$ cat src/rtl/dtsp_pkg.sv
// Shared types, constants and tag lookup for the tag stream parser.
// No dependencies; used by every module of the block.
package dtsp_pkg;

  localparam logic [7:0] PREAMBLE_BYTES = 8'd128;
  localparam int unsigned QueueDepth = 4;
  localparam int unsigned QueuePtrW = $clog2(QueueDepth);

  typedef struct packed {
    logic [7:0] data_byte;
    logic       first_byte;
  } in_item_t;

  typedef struct packed {
    logic [3:0]  field_code;
    logic [15:0] value;
    logic        last;
  } out_item_t;

  typedef enum logic [2:0] {
    PH_PREAMBLE,
    PH_MAGIC,
    PH_HEADER,
    PH_SCAN,
    PH_SKIP,
    PH_VALUE,
    PH_STOPPED
  } phase_e;

  typedef enum logic [1:0] {
    KIND_SKIP,
    KIND_STRING,
    KIND_USHORT,
    KIND_PIXEL
  } kind_e;

  localparam logic [3:0] FC_NAME       = 4'd0;
  localparam logic [3:0] FC_ID         = 4'd1;
  localparam logic [3:0] FC_ROWS       = 4'd2;
  localparam logic [3:0] FC_COLS       = 4'd3;
  localparam logic [3:0] FC_SPACING    = 4'd4;
  localparam logic [3:0] FC_THICKNESS  = 4'd5;
  localparam logic [3:0] FC_POSITION   = 4'd6;
  localparam logic [3:0] FC_INSTANCE   = 4'd7;
  localparam logic [3:0] FC_BITSALLOC  = 4'd8;
  localparam logic [3:0] FC_BITSSTORED = 4'd9;
  localparam logic [3:0] FC_PIXREP     = 4'd10;
  localparam logic [3:0] FC_INTERCEPT  = 4'd11;
  localparam logic [3:0] FC_SLOPE      = 4'd12;
  localparam logic [3:0] FC_PIXEL      = 4'd13;
  localparam logic [3:0] FC_MAGIC      = 4'd14;

  localparam logic [15:0] GRP_PATIENT = 16'h0010;
  localparam logic [15:0] GRP_ACQ     = 16'h0018;
  localparam logic [15:0] GRP_REL     = 16'h0020;
  localparam logic [15:0] GRP_IMAGE   = 16'h0028;
  localparam logic [15:0] GRP_PIXEL   = 16'h7FE0;
  localparam logic [31:0] UNDEF_LEN   = 32'hFFFF_FFFF;
  localparam logic [23:0] DELIM_HEAD  = 24'hFE_FFDD;
  localparam logic [7:0]  DELIM_TAIL  = 8'hE0;
  localparam logic [31:0] DELIM_LEN   = 32'd4;

  typedef struct packed {
    kind_e      kind;
    logic [3:0] code;
  } tag_class_t;

  function automatic tag_class_t classify_tag(logic [15:0] grp, logic [15:0] elem);
    tag_class_t r;
    r = '{kind: KIND_SKIP, code: FC_NAME};
    if (grp == GRP_PATIENT && elem == 16'h0010) r = '{KIND_STRING, FC_NAME};
    else if (grp == GRP_PATIENT && elem == 16'h0020) r = '{KIND_STRING, FC_ID};
    else if (grp == GRP_IMAGE && elem == 16'h0010) r = '{KIND_USHORT, FC_ROWS};
    else if (grp == GRP_IMAGE && elem == 16'h0011) r = '{KIND_USHORT, FC_COLS};
    else if (grp == GRP_IMAGE && elem == 16'h0030) r = '{KIND_STRING, FC_SPACING};
    else if (grp == GRP_ACQ && elem == 16'h0050) r = '{KIND_STRING, FC_THICKNESS};
    else if (grp == GRP_REL && elem == 16'h0032) r = '{KIND_STRING, FC_POSITION};
    else if (grp == GRP_REL && elem == 16'h0013) r = '{KIND_STRING, FC_INSTANCE};
    else if (grp == GRP_IMAGE && elem == 16'h0100) r = '{KIND_USHORT, FC_BITSALLOC};
    else if (grp == GRP_IMAGE && elem == 16'h0101) r = '{KIND_USHORT, FC_BITSSTORED};
    else if (grp == GRP_IMAGE && elem == 16'h0103) r = '{KIND_USHORT, FC_PIXREP};
    else if (grp == GRP_IMAGE && elem == 16'h1052) r = '{KIND_STRING, FC_INTERCEPT};
    else if (grp == GRP_IMAGE && elem == 16'h1053) r = '{KIND_STRING, FC_SLOPE};
    else if (grp == GRP_PIXEL && elem == 16'h0010) r = '{KIND_PIXEL, FC_PIXEL};
    return r;
  endfunction

  // OB, OW, SQ and UN carry two pad bytes and a 32-bit length.
  function automatic logic is_long_vr(logic [15:0] vr);
    return vr == 16'h4F42 || vr == 16'h4F57 || vr == 16'h5351 || vr == 16'h554E;
  endfunction

  function automatic logic [7:0] magic_byte(logic [1:0] idx);
    logic [7:0] r;
    case (idx)
      2'd0:    r = 8'h44;
      2'd1:    r = 8'h49;
      2'd2:    r = 8'h43;
      default: r = 8'h4D;
    endcase
    return r;
  endfunction

endpackage

$ cat src/rtl/dtsp_front.sv
// Front end: takes one byte per transaction, tracks the parse state and
// classifies tags, producing at most one result per byte. Uses dtsp_pkg.
module dtsp_front (
  input  logic               clk_i,
  input  logic               rst_ni,
  input  logic               header_mode_i,
  input  logic               take_i,
  input  dtsp_pkg::in_item_t item_i,
  output logic               push_o,
  output dtsp_pkg::out_item_t result_o
);
  import dtsp_pkg::*;

  typedef struct packed {
    phase_e      phase;
    logic [7:0]  pre_cnt;
    logic        magic_ok;
    logic [3:0]  hdr_idx;
    logic [15:0] grp;
    logic [15:0] elem;
    logic [15:0] vr;
    logic [31:0] vlen;
    logic [31:0] left;
    logic [3:0]  field;
    kind_e       kind;
    logic [7:0]  low;
    logic [23:0] win;
    logic        par;
  } parse_state_t;

  localparam phase_e PhaseStart = (PREAMBLE_BYTES != 8'd0) ? PH_PREAMBLE : PH_MAGIC;

  localparam parse_state_t StateReset = '{
    phase:    PhaseStart,
    pre_cnt:  8'd0,
    magic_ok: 1'b1,
    hdr_idx:  4'd0,
    grp:      16'h0000,
    elem:     16'h0000,
    vr:       16'h0000,
    vlen:     32'd0,
    left:     32'd0,
    field:    4'd0,
    kind:     KIND_SKIP,
    low:      8'd0,
    win:      24'd0,
    par:      1'b0
  };

  parse_state_t st_q, st_d, cur;
  logic [7:0]   b;
  logic         emit;
  out_item_t    res;
  logic         do_dispatch;
  logic [31:0]  dlen;
  logic [31:0]  pos;
  logic         last_b;
  logic [1:0]   midx;
  logic         mok;
  tag_class_t   tcls;

  assign b    = item_i.data_byte;
  assign tcls = classify_tag(cur.grp, cur.elem);
  assign pos  = cur.vlen - cur.left;

  always_comb begin
    cur = st_q;
    if (item_i.first_byte) begin
      cur          = '0;
      cur.phase    = header_mode_i ? PhaseStart : PH_HEADER;
      cur.magic_ok = 1'b1;
      cur.kind     = KIND_SKIP;
    end
  end

  always_comb begin
    st_d        = cur;
    emit        = 1'b0;
    res         = '0;
    do_dispatch = 1'b0;
    dlen        = cur.vlen;
    last_b      = (cur.left == 32'd1);
    midx        = cur.hdr_idx[1:0];
    mok         = cur.magic_ok & (b == magic_byte(midx));
    case (cur.phase)
      PH_PREAMBLE: begin
        st_d.pre_cnt = cur.pre_cnt + 8'd1;
        if (st_d.pre_cnt >= PREAMBLE_BYTES) st_d.phase = PH_MAGIC;
      end
      PH_MAGIC: begin
        st_d.magic_ok = mok;
        if (midx == 2'd3) begin
          st_d.hdr_idx = '0;
          st_d.phase   = PH_HEADER;
          if (!mok) begin
            emit = 1'b1;
            res  = '{field_code: FC_MAGIC, value: 16'h0000, last: 1'b1};
          end
        end else begin
          st_d.hdr_idx = {2'b00, midx + 2'd1};
        end
      end
      PH_HEADER: begin
        case (cur.hdr_idx)
          4'd0: st_d.grp = {8'h00, b};
          4'd1: st_d.grp = cur.grp | {b, 8'h00};
          4'd2: st_d.elem = {8'h00, b};
          4'd3: st_d.elem = cur.elem | {b, 8'h00};
          4'd4: st_d.vr = {b, 8'h00};
          4'd5: st_d.vr = cur.vr | {8'h00, b};
          4'd6: st_d.vlen = {24'h0, b};
          4'd7: begin
            dlen      = cur.vlen | {16'h0, b, 8'h00};
            st_d.vlen = dlen;
            do_dispatch = !is_long_vr(cur.vr);
          end
          4'd8:  st_d.vlen = {24'h0, b};
          4'd9:  st_d.vlen = cur.vlen | {16'h0, b, 8'h00};
          4'd10: st_d.vlen = cur.vlen | {8'h00, b, 16'h0};
          default: begin
            dlen        = cur.vlen | {b, 24'h0};
            st_d.vlen   = dlen;
            do_dispatch = 1'b1;
          end
        endcase
        if (do_dispatch) begin
          st_d.hdr_idx = '0;
          st_d.left    = dlen;
          if (dlen == UNDEF_LEN) begin
            st_d.win   = '0;
            st_d.par   = 1'b0;
            st_d.phase = PH_SCAN;
          end else begin
            st_d.field = tcls.code;
            st_d.kind  = tcls.kind;
            if (tcls.kind == KIND_SKIP) begin
              st_d.phase = (dlen != 32'd0) ? PH_SKIP : PH_HEADER;
            end else if (dlen == 32'd0) begin
              st_d.phase = (tcls.kind == KIND_PIXEL) ? PH_STOPPED : PH_HEADER;
            end else begin
              st_d.phase = PH_VALUE;
            end
          end
        end else begin
          st_d.hdr_idx = cur.hdr_idx + 4'd1;
        end
      end
      PH_SCAN: begin
        // The delimiter only counts when it starts on an even offset.
        if (cur.par && cur.win == DELIM_HEAD && b == DELIM_TAIL) begin
          st_d.left  = DELIM_LEN;
          st_d.phase = PH_SKIP;
        end else begin
          st_d.win = {cur.win[15:0], b};
          st_d.par = ~cur.par;
        end
      end
      PH_SKIP: begin
        st_d.left = cur.left - 32'd1;
        if (last_b) st_d.phase = PH_HEADER;
      end
      PH_VALUE: begin
        st_d.left = cur.left - 32'd1;
        if (last_b) st_d.phase = (cur.kind == KIND_PIXEL) ? PH_STOPPED : PH_HEADER;
        res.field_code = cur.field;
        case (cur.kind)
          KIND_STRING: begin
            emit = 1'b1;
            res.value = {8'h00, b};
            res.last  = last_b;
          end
          KIND_USHORT: begin
            if (pos == 32'd0) begin
              if (last_b) begin
                emit = 1'b1;
                res.value = {8'h00, b};
                res.last  = 1'b1;
              end else begin
                st_d.low = b;
              end
            end else if (pos == 32'd1) begin
              emit = 1'b1;
              res.value = {b, cur.low};
              res.last  = 1'b1;
            end
          end
          KIND_PIXEL: begin
            if (!pos[0]) begin
              if (last_b) begin
                emit = 1'b1;
                res.value = {8'h00, b};
                res.last  = 1'b1;
              end else begin
                st_d.low = b;
              end
            end else begin
              emit = 1'b1;
              res.value = {b, cur.low};
              res.last  = last_b;
            end
          end
          default: ;
        endcase
      end
      default: ;
    endcase
  end

  always_ff @(posedge clk_i or negedge rst_ni) begin
    if (!rst_ni) begin
      st_q <= StateReset;
    end else if (take_i) begin
      st_q <= st_d;
    end
  end

  assign push_o   = take_i & emit;
  assign result_o = res;

endmodule

$ cat src/rtl/dtsp_queue.sv
// Back end: a short result queue that drives the output channel.
// Uses dtsp_pkg for the result type and the queue depth.
module dtsp_queue (
  input  logic                clk_i,
  input  logic                rst_ni,
  input  logic                push_i,
  input  dtsp_pkg::out_item_t push_data_i,
  output logic                full_o,
  output logic                out_valid_o,
  input  logic                out_ready_i,
  output dtsp_pkg::out_item_t out_o
);
  import dtsp_pkg::*;

  out_item_t              mem_q [QueueDepth];
  logic [QueuePtrW-1:0]   wr_ptr_q, wr_ptr_d;
  logic [QueuePtrW-1:0]   rd_ptr_q, rd_ptr_d;
  logic [QueuePtrW:0]     cnt_q, cnt_d;
  logic                   pop;

  assign pop         = out_valid_o & out_ready_i;
  assign out_valid_o = (cnt_q != '0);
  assign full_o      = (cnt_q == (QueuePtrW + 1)'(QueueDepth));
  assign out_o       = mem_q[rd_ptr_q];

  always_comb begin
    wr_ptr_d = push_i ? wr_ptr_q + 1'b1 : wr_ptr_q;
    rd_ptr_d = pop ? rd_ptr_q + 1'b1 : rd_ptr_q;
    cnt_d    = cnt_q + (QueuePtrW + 1)'(push_i) - (QueuePtrW + 1)'(pop);
  end

  always_ff @(posedge clk_i) begin
    if (push_i) mem_q[wr_ptr_q] <= push_data_i;
  end

  always_ff @(posedge clk_i or negedge rst_ni) begin
    if (!rst_ni) begin
      wr_ptr_q <= '0;
      rd_ptr_q <= '0;
      cnt_q    <= '0;
    end else begin
      wr_ptr_q <= wr_ptr_d;
      rd_ptr_q <= rd_ptr_d;
      cnt_q    <= cnt_d;
    end
  end

endmodule

$ cat src/rtl/dicom_tag_stream_parser.sv
// Tag stream parser top level: one byte accepted per cycle while the result
// queue has room; each result is registered in the queue and offered from it.
// The parse step is combinational; the parse state is registered per byte.
// Four queued results let the input run on while the output is stalled.
// Reset is asynchronous and active low; header_mode returns to 1 and the
// parser expects the preamble first.
module dicom_tag_stream_parser (
  input  logic                clk_i,
  input  logic                rst_ni,
  input  logic                cfg_we_i,
  input  logic                cfg_wdata_i,
  input  logic                in_valid_i,
  output logic                in_ready_o,
  input  dtsp_pkg::in_item_t  in_i,
  output logic                out_valid_o,
  input  logic                out_ready_i,
  output dtsp_pkg::out_item_t out_o
);
  import dtsp_pkg::*;

  logic      header_mode_q;
  logic      full;
  logic      take;
  logic      push;
  out_item_t result;

  always_ff @(posedge clk_i or negedge rst_ni) begin
    if (!rst_ni) begin
      header_mode_q <= 1'b1;
    end else if (cfg_we_i) begin
      header_mode_q <= cfg_wdata_i;
    end
  end

  assign in_ready_o = ~full;
  assign take       = in_valid_i & in_ready_o;

  dtsp_front u_front (
    .clk_i        (clk_i),
    .rst_ni       (rst_ni),
    .header_mode_i(header_mode_q),
    .take_i       (take),
    .item_i       (in_i),
    .push_o       (push),
    .result_o     (result)
  );

  dtsp_queue u_queue (
    .clk_i       (clk_i),
    .rst_ni      (rst_ni),
    .push_i      (push),
    .push_data_i (result),
    .full_o      (full),
    .out_valid_o (out_valid_o),
    .out_ready_i (out_ready_i),
    .out_o       (out_o)
  );

endmodule

$ cat config.mk
export PLATFORM = sky130hd
export DESIGN_NAME = dicom_tag_stream_parser
export DESIGN_NICKNAME = d
export VERILOG_FILES = /design/src/rtl/dtsp_pkg.sv /design/src/rtl/dtsp_front.sv /design/src/rtl/dtsp_queue.sv /design/src/rtl/dicom_tag_stream_parser.sv
export SDC_FILE = /design/constraint.sdc
export NUM_CORES = 1
export LEC_CHECK = 0
export CORE_UTILIZATION = 25
export DETAILED_ROUTE_END_ITERATION = 6
export DONT_BUFFER_PORTS = 1
export GPL_TIMING_DRIVEN = 0
export HOLD_SLACK_MARGIN = 0.12
export PLACE_DENSITY = 0.38
export SLEW_MARGIN = 40
export SYNTH_ARGS = -nofsm -noshare
export SYNTH_HDL_FRONTEND = slang
export SYNTH_SLANG_ARGS = --single-unit
$ cat constraint.sdc
create_clock -name clk_i -period 5.9 [get_ports clk_i]
set_input_delay 0 -clock clk_i [delete_from_list [all_inputs] [get_ports clk_i]]
set_output_delay 0 -clock clk_i [all_outputs]
set_load 0.02 [all_outputs]
Word-level counts from Yosys, hierarchy flattened:

Memories as Yosys holds them, arrays and structs flattened.
Index checks and enable logic that the tools add are counted.

* bits in registers: 175
* bits in latches: 0
* RAM bits: 84
* bits in read-only memories: 0
* input bits: 15
* output and inout port bits: 23
* logic and storage cells: 200
* memories kept: 1

Memory list
* u_queue.mem_q: words 4, bits a word 21, rd ports 1, clocked after Yosys merged registers in 0, write ports 1, RTL line dtsp_queue.sv:15 `out_item_t mem_q [QueueDepth];`

* add/sub/neg operators: 9
* multiply operators: 0
* divide/modulo/power cells: 0
* order comparisons: 1
* eq/ne operators: 50
* shift operators: 0
* muxes and demuxes: 76
* bitwise gates (word level): 12
* reductions and logical operators: 33

Operators with widths (count)
* $mux W167: 1
* $pmux W32 S4: 1
* $mux W6: 16
* $pmux W16 S2: 3
* $pmux W32 S3: 1
* $eq A16 B15 Y1 const B: 5
* $eq A16 B5 Y1 const B: 5
* $eq A16 B6 Y1 const B: 5
* $mux W80: 1
* $mux W25: 3
* $eq A32 B1 Y1 const B: 2
* $logic_not A32 Y1: 2
* $mux W32: 2
* $pmux W32 S2: 1
* $mux W17: 3
* $pmux W17 S3: 1
* $pmux W25 S2: 1
* $eq A16 B9 Y1 const B: 3
* $mux W21: 2
* $pmux W21 S2: 1
* $mux W8: 5
* $mux W38: 1
* $mux W3: 12
* $eq A16 B13 Y1 const B: 2
* other kinds (50): 102

Longest topological paths before layout:

* depth in word-level cells: 25
* gate-level depth with buffers: 30
* mapped depth without buffers: 21

Modules after synthesis:

Synthesis repeated with hierarchy kept, for this count alone.

* cells, all modules: 1706
* area total of the unflattened synthesis: 15894.0 µm²

By module, submodules not included
* dtsp_front: times used 1, cells an instance 1557, area each 12374.4 µm², seq. area each 4180.3 µm²
* dtsp_queue: times used 1, cells an instance 145, area each 3468.3 µm², seq. area each 2697.6 µm²
* dicom_tag_stream_parser: times used 1, cells an instance 4, area each 51.3 µm², seq. area each 26.3 µm²

Least setup slack after synthesis:

No wires, ideal clock.

* kind: input to register
* start point: input in_i[0] (netlist name)
* end point: memory u_queue.mem_q[0][0] (netlist name) (enable)
* library setup time: 431 ps
* data arrival time: 6368 ps
* data required time: 5469 ps
* setup slack: -900 ps
* cell stages on the path: 24
* path buffers: 10
* cell sequence: buf_2 inv_2 clkbuf_1 buf_1 buf_2 clkbuf_1 clkbuf_1 buf_1 clkbuf_1 nand2_1 ha_1 clkbuf_1 and3_1 o21ai_0 a21oi_1 nor3_1 a2111oi_0 nand4_1 nor4_1 nand4_1 nor4_4 buf_2 nand4_1 a21boi_0

* cells in the longest elaborated chain, start to end: 11
* elaborated cells on any way between the ends: 28
* classes of those cells: add/sub: 1; eq/ne: 11; mux: 12; bitwise: 2; reduce/logical: 2

Ends and longest elaborated chain
* from (decl): RTL line dicom_tag_stream_parser.sv:14 `input dtsp_pkg::in_item_t in_i,`
* $mux W167 *: RTL line dtsp_front.sv:68 `if (item_i.first_byte) begin`
* branches (longest 6 deep; another with $sub A32 B32 Y32)
* $pmux W1 S2 *: RTL line dtsp_front.sv:85 `case (cur.phase)`
* $and A1 B1 Y1 *: RTL line dtsp_front.sv:217 `assign push_o = take_i & emit;`
* $mux W1 *: RTL line dtsp_queue.sv:33 `if (push_i) mem_q[wr_ptr_q] <= push_data_i;`
* $mux W1 (implied by the code) *: RTL line dtsp_queue.sv:33
* to (decl): RTL line dtsp_queue.sv:15

Every way passes the cells marked *.

Final worst setup path:

* start point: input in_i[0] (netlist name)
* end point: register u_queue.cnt_q[2]

* cells in the longest elaborated chain, start to end: 11
* elaborated cells on any way between the ends: 28
* classes of those cells: add/sub: 3; eq/ne: 11; mux: 10; bitwise: 2; reduce/logical: 2

Ends and longest elaborated chain
* $mux W167 *: RTL line dtsp_front.sv:68
* branches (longest 6 deep; another with $sub A32 B32 Y32)
* $pmux W1 S2 *: RTL line dtsp_front.sv:85
* $and A1 B1 Y1 *: RTL line dtsp_front.sv:217
* $add A3 B1 Y3 *: RTL line dtsp_queue.sv:29 `cnt_d = cnt_q + (QueuePtrW + 1)'(push_i) - (QueuePtrW + 1)'(pop);`
* $sub A3 B1 Y3 *: RTL line dtsp_queue.sv:29
* net u_queue.cnt_d[2]: RTL line dtsp_queue.sv:18 `logic [QueuePtrW:0] cnt_q, cnt_d;`
* to (signal assigned): RTL line dtsp_queue.sv:44 `cnt_q <= cnt_d;`
* to (decl): RTL line dtsp_queue.sv:18

Mark *: on every way through the listed nets, which the timed path passes.
A chain may end at the register's enable or synchronous reset.

==> impl.org <==
** Detailed routing
- Detailed-route vias per instance :: 5.68
- The routed design has 72,300 um of wire.
- DR DRC count :: 0
- The detail route stage leaves a number of antenna-violating nets equal to 0.
- After detailed routing, the average wire length per cell comes to 26.0 um.
- The routed layout has 15,800 vias.
- DRC marker count from the first detailed-route iteration :: 1,711
- Before antenna repair, the detailed router went through 5 iterations.

** Timing
- Minimum clock period :: 5.62 ns
- Achievable clock frequency :: 178 MHz
- The final critical path takes up 95.3% of the cycle.
- Worst-case setup margin in the final layout :: 0.277 ns
- In the final timing run, aggregate negative setup slack is 0 ns.
- Worst-Margin Slew :: 0.909 ns
- The number of pins exceeding their max-slew limit in the final report was 0.
- Clock tree skew after final layout :: 0.0159 ns
- Measured against its own limit, the worst slew margin works out to 39.2%.
- Final setup violation count :: 0
- The hold violation count in the final report came to 0.
- Unrepaired setup endpoints after global routing :: false

** Global route
- Total overflow reported by the global router :: 0
- The number of global-route vias before repair was 15,300.
- Number of antenna violations at the first check in global routing :: 2
- Maximum number of pins on one net before global-route repair :: 176
- Gr usage total :: 21.1%
- The first global-routing pass estimated 106,000 um of wire.

** Yosys
- In this run, synthesis inferred 84 flip-flops with an integrated enable.
- Cell variety after synth :: 102
- The number of nets handed over by synthesis was 1,886.
- Summed instance area of the synthesized netlist :: 16,700 sq um
- Number of cells produced by synthesis :: 1,849
- Of all flip-flops after synthesis, the portion carrying an async set or reset was 67.6%.
- Syn avg cell area :: 9.03 sq um
- Number of storage elements in the synthesis netlist :: 259
- Number of warning messages in the yosys log :: 0
- Flip-flop cell with the highest count after synthesis :: dfrtp_1
- Fraction of the yosys area taken by sequential cells :: 41.4%

** Final layout
- Leaving out fill and tap cells, the most frequent cell in the layout is nand2_1.
- Antenna cells :: 0
- Final std cells w/o fill :: 2,784
- Layout Utilization :: 29.4%
- Counting the fill cells in the layout gives 6,994.
- In the layout the commonest cells are nand2_1, dfrtp_1, o21ai_0.
- Layout-stage area growth over the synthesis result :: 15.9%
- Cells with a size suffix above 1 make up 11.3% of the layout.
- Final instance area :: 19,300 sq um
- The final layout contains 1,933 nets.

** Placed design
- After detailed placement, the total cell area comes to 17,900 sq um.
- In this run the tool buffered the top-level ports with 0 buffer cells.
- The wire-length estimate of the detail-placed layout is 53,600 um.
- Placed Cells incl. Taps :: 2,717
- Routability-driven placement finished with a final weighted congestion of 0.924.
- Prior to clock tree synthesis, the placed netlist has a worst setup slack of -4.10 ns.

** Clock network
- For this design, the sink count on the clock tree is 259.
- TritonCTS built the clock tree.
- The clock passes through at most 3 buffers.
- The number of clock buffers added by TritonCTS is 31.
- For the worst-skew pair, the clock arrives at the later sink with an insertion delay of 0.60 ns.
- CTS built an H-tree with a depth of 1.
- The cell sitting at the root of the clock tree is a clkbuf_16.
- Clock Pin Slew Worst Setup and Hold Paths :: 0.06 ns

** Floorplan
- In this run the vertical extent of the chip is 260 um.
- X dimension of the die :: 260 um
- I/O pin count :: 38
- Area of the core :: 65,900 sq um
- Die Area :: 67,800 sq um
- Initial core utilization :: 25.3%
- Standard-cell rows :: 94

** Worst setup path
- Highest fanout seen on the critical path :: 19
- For the worst setup path, the data required time is 6.38 ns.
- FF-to-FF setup slack :: 0.35 ns
- Data arrival time of the critical path :: 6.10 ns
- By startpoint and endpoint, the worst setup path is classified as in -> reg.
- The worst setup path is captured at a flip-flop.
- The worst setup path is launched from an input pin.

** Power
- Peak VDD IR :: 0.215 mV
- The analysis attributes to cell leakage a power of 0.00705 uW.
- For this design the ratio of total power to cell area is 396 nW/um^2.

** Status
- Outcome :: completed

** Hold path
- Class of the tightest hold or removal check :: in -> reg

** Flow run
- Number of maximum-capacitance violations :: 0
==> synthesized netlist by cell type, drive strengths merged (20+ instances only) <==
cell,instances,area [sq um]
inv,53,199
nor4,25,178
nor3,53,265
nor2,155,582
nor2b,41,264
nand2b,34,213
edfxtp,84,2520
mux4,21,473
a32o,20,200
buf,57,289
a21oi,117,593
and3,24,150
nand3,50,250
o21ai,184,928
nand4,34,213
clkbuf,83,312
nand2,176,663
xnor2,39,409
a22o,63,552
dfrtp,173,4330
ha,21,263
a31oi,39,250
==> layer usage <==
metal / routed length [um] / vias to the layer above / GRT usage [%]
li1: - / 7076 / -
met4: 2500 / 2 / 6.63
met5: 10 / - / 0
met2: 31500 / 659 / 32.0
met3: 5180 / 117 / 3.89
met1: 33100 / 7962 / 30.0
==> path summary, 6_finish.rpt <==
path / start / endpoint / cells after the start
worst max-delay path: in_i[0] / u_queue.cnt_q[2] / 27
worst min-delay path: in_i[2] / u_front.st_q[80] / 3
worst max register to register: u_front.st_q[39] / u_queue.cnt_q[2] / 21
worst min register to register: u_front.st_q[36] / u_front.st_q[36] / 2
max in group asynchronous: rst_ni / header_mode_q / 4
min in group asynchronous: rst_ni / u_front.st_q[117] / 3
==> kinds of logic (layout without fill, tap and decap cells) <==
| group | Yosys count | count (layout) | share of synthesized area [%] |
|---|---|---|---|
| AO/OA/AOI/OAI | 626 | 626 | 25.5 |
| buffers and inverters | 193 | 264 | 4.79 |
| multiplexers | 32 | 32 | 3.52 |
| flip-flops | 259 | 259 | 41.4 |
| XOR/XNOR | 45 | 45 | 2.77 |
| adder cells (fa/ha/maj) | 33 | 33 | 2.38 |
| AND/OR/NAND/NOR | 661 | 661 | 19.7 |
==> state kept, by name (all words and copies together), names as in the netlist <==
signal            flops
u_front.st_q        167
u_queue.mem_q        84
u_queue.cnt_q         3
u_queue.rd_ptr_q      2
u_queue.wr_ptr_q      2
header_mode_q         1
==> through the flow <==
stage / hold WS [ns] / power, uW
after floorplan: -0.296 / 4450
after CTS: 0.164 / 7640
after global placement: -0.281 / 5450
final: 0.220 / 7670
after detailed placement: -0.280 / 5460
after global routing: 0.247 / 8040
==> critical path: stages <==
cell and delay (ns):
buf_6 0.15, inv_6 0.18, buf_6 0.23, buf_6 0.25, clkbuf_8 0.32, buf_6 0.23
clkbuf_8 0.24, nand2_1 0.08, ha_2 0.42, and3_1 0.26, o21ai_0 0.18, a21oi_1 0.19
nor3_1 0.12, a2111oi_1 0.35, nand4_1 0.21, nor4_2 0.40, nand4_1 0.20, nor4_4 0.28
buf_4 0.19, clkbuf_4 0.22, nand4_1 0.14, and2_1 0.19, ha_1 0.27, inv_1 0.04
ha_1 0.18, fa_1 0.38, xnor2_1 0.14
==> cell type report <==
type,count,area [sq um],area share [%]
Buffer,133,693,3.58
Multi-Input combinational cell,1397,9120,47.1
Clock inverter,15,221,1.14
Clock buffer,42,867,4.48
Timing Repair Buffer,21,255,1.32
Inverter,53,204,1.05
Sequential cell,259,6900,35.7
Tap cell,864,1080,5.59
==> power by group <==
group          internal [uW]  switching (uW)  total (uW)  leakage, uW
Clock                   1250             840        2090     0.000533
Combinational           1080            2250        3330      0.00346
Sequential              2050             205        2260      0.00306
==> repair_timing <==
item / 4_1_cts / 5_1_grt
endpoints found under the setup margin: 266 / 51
buffers inserted: 3 / 0
resized for setup: 39 / 6
hold endpoints to repair: 229 / 40
pin swaps: 2 / 3
hold buffers: 11 / 1
Note: power is estimated with default switching activity, not from simulation.
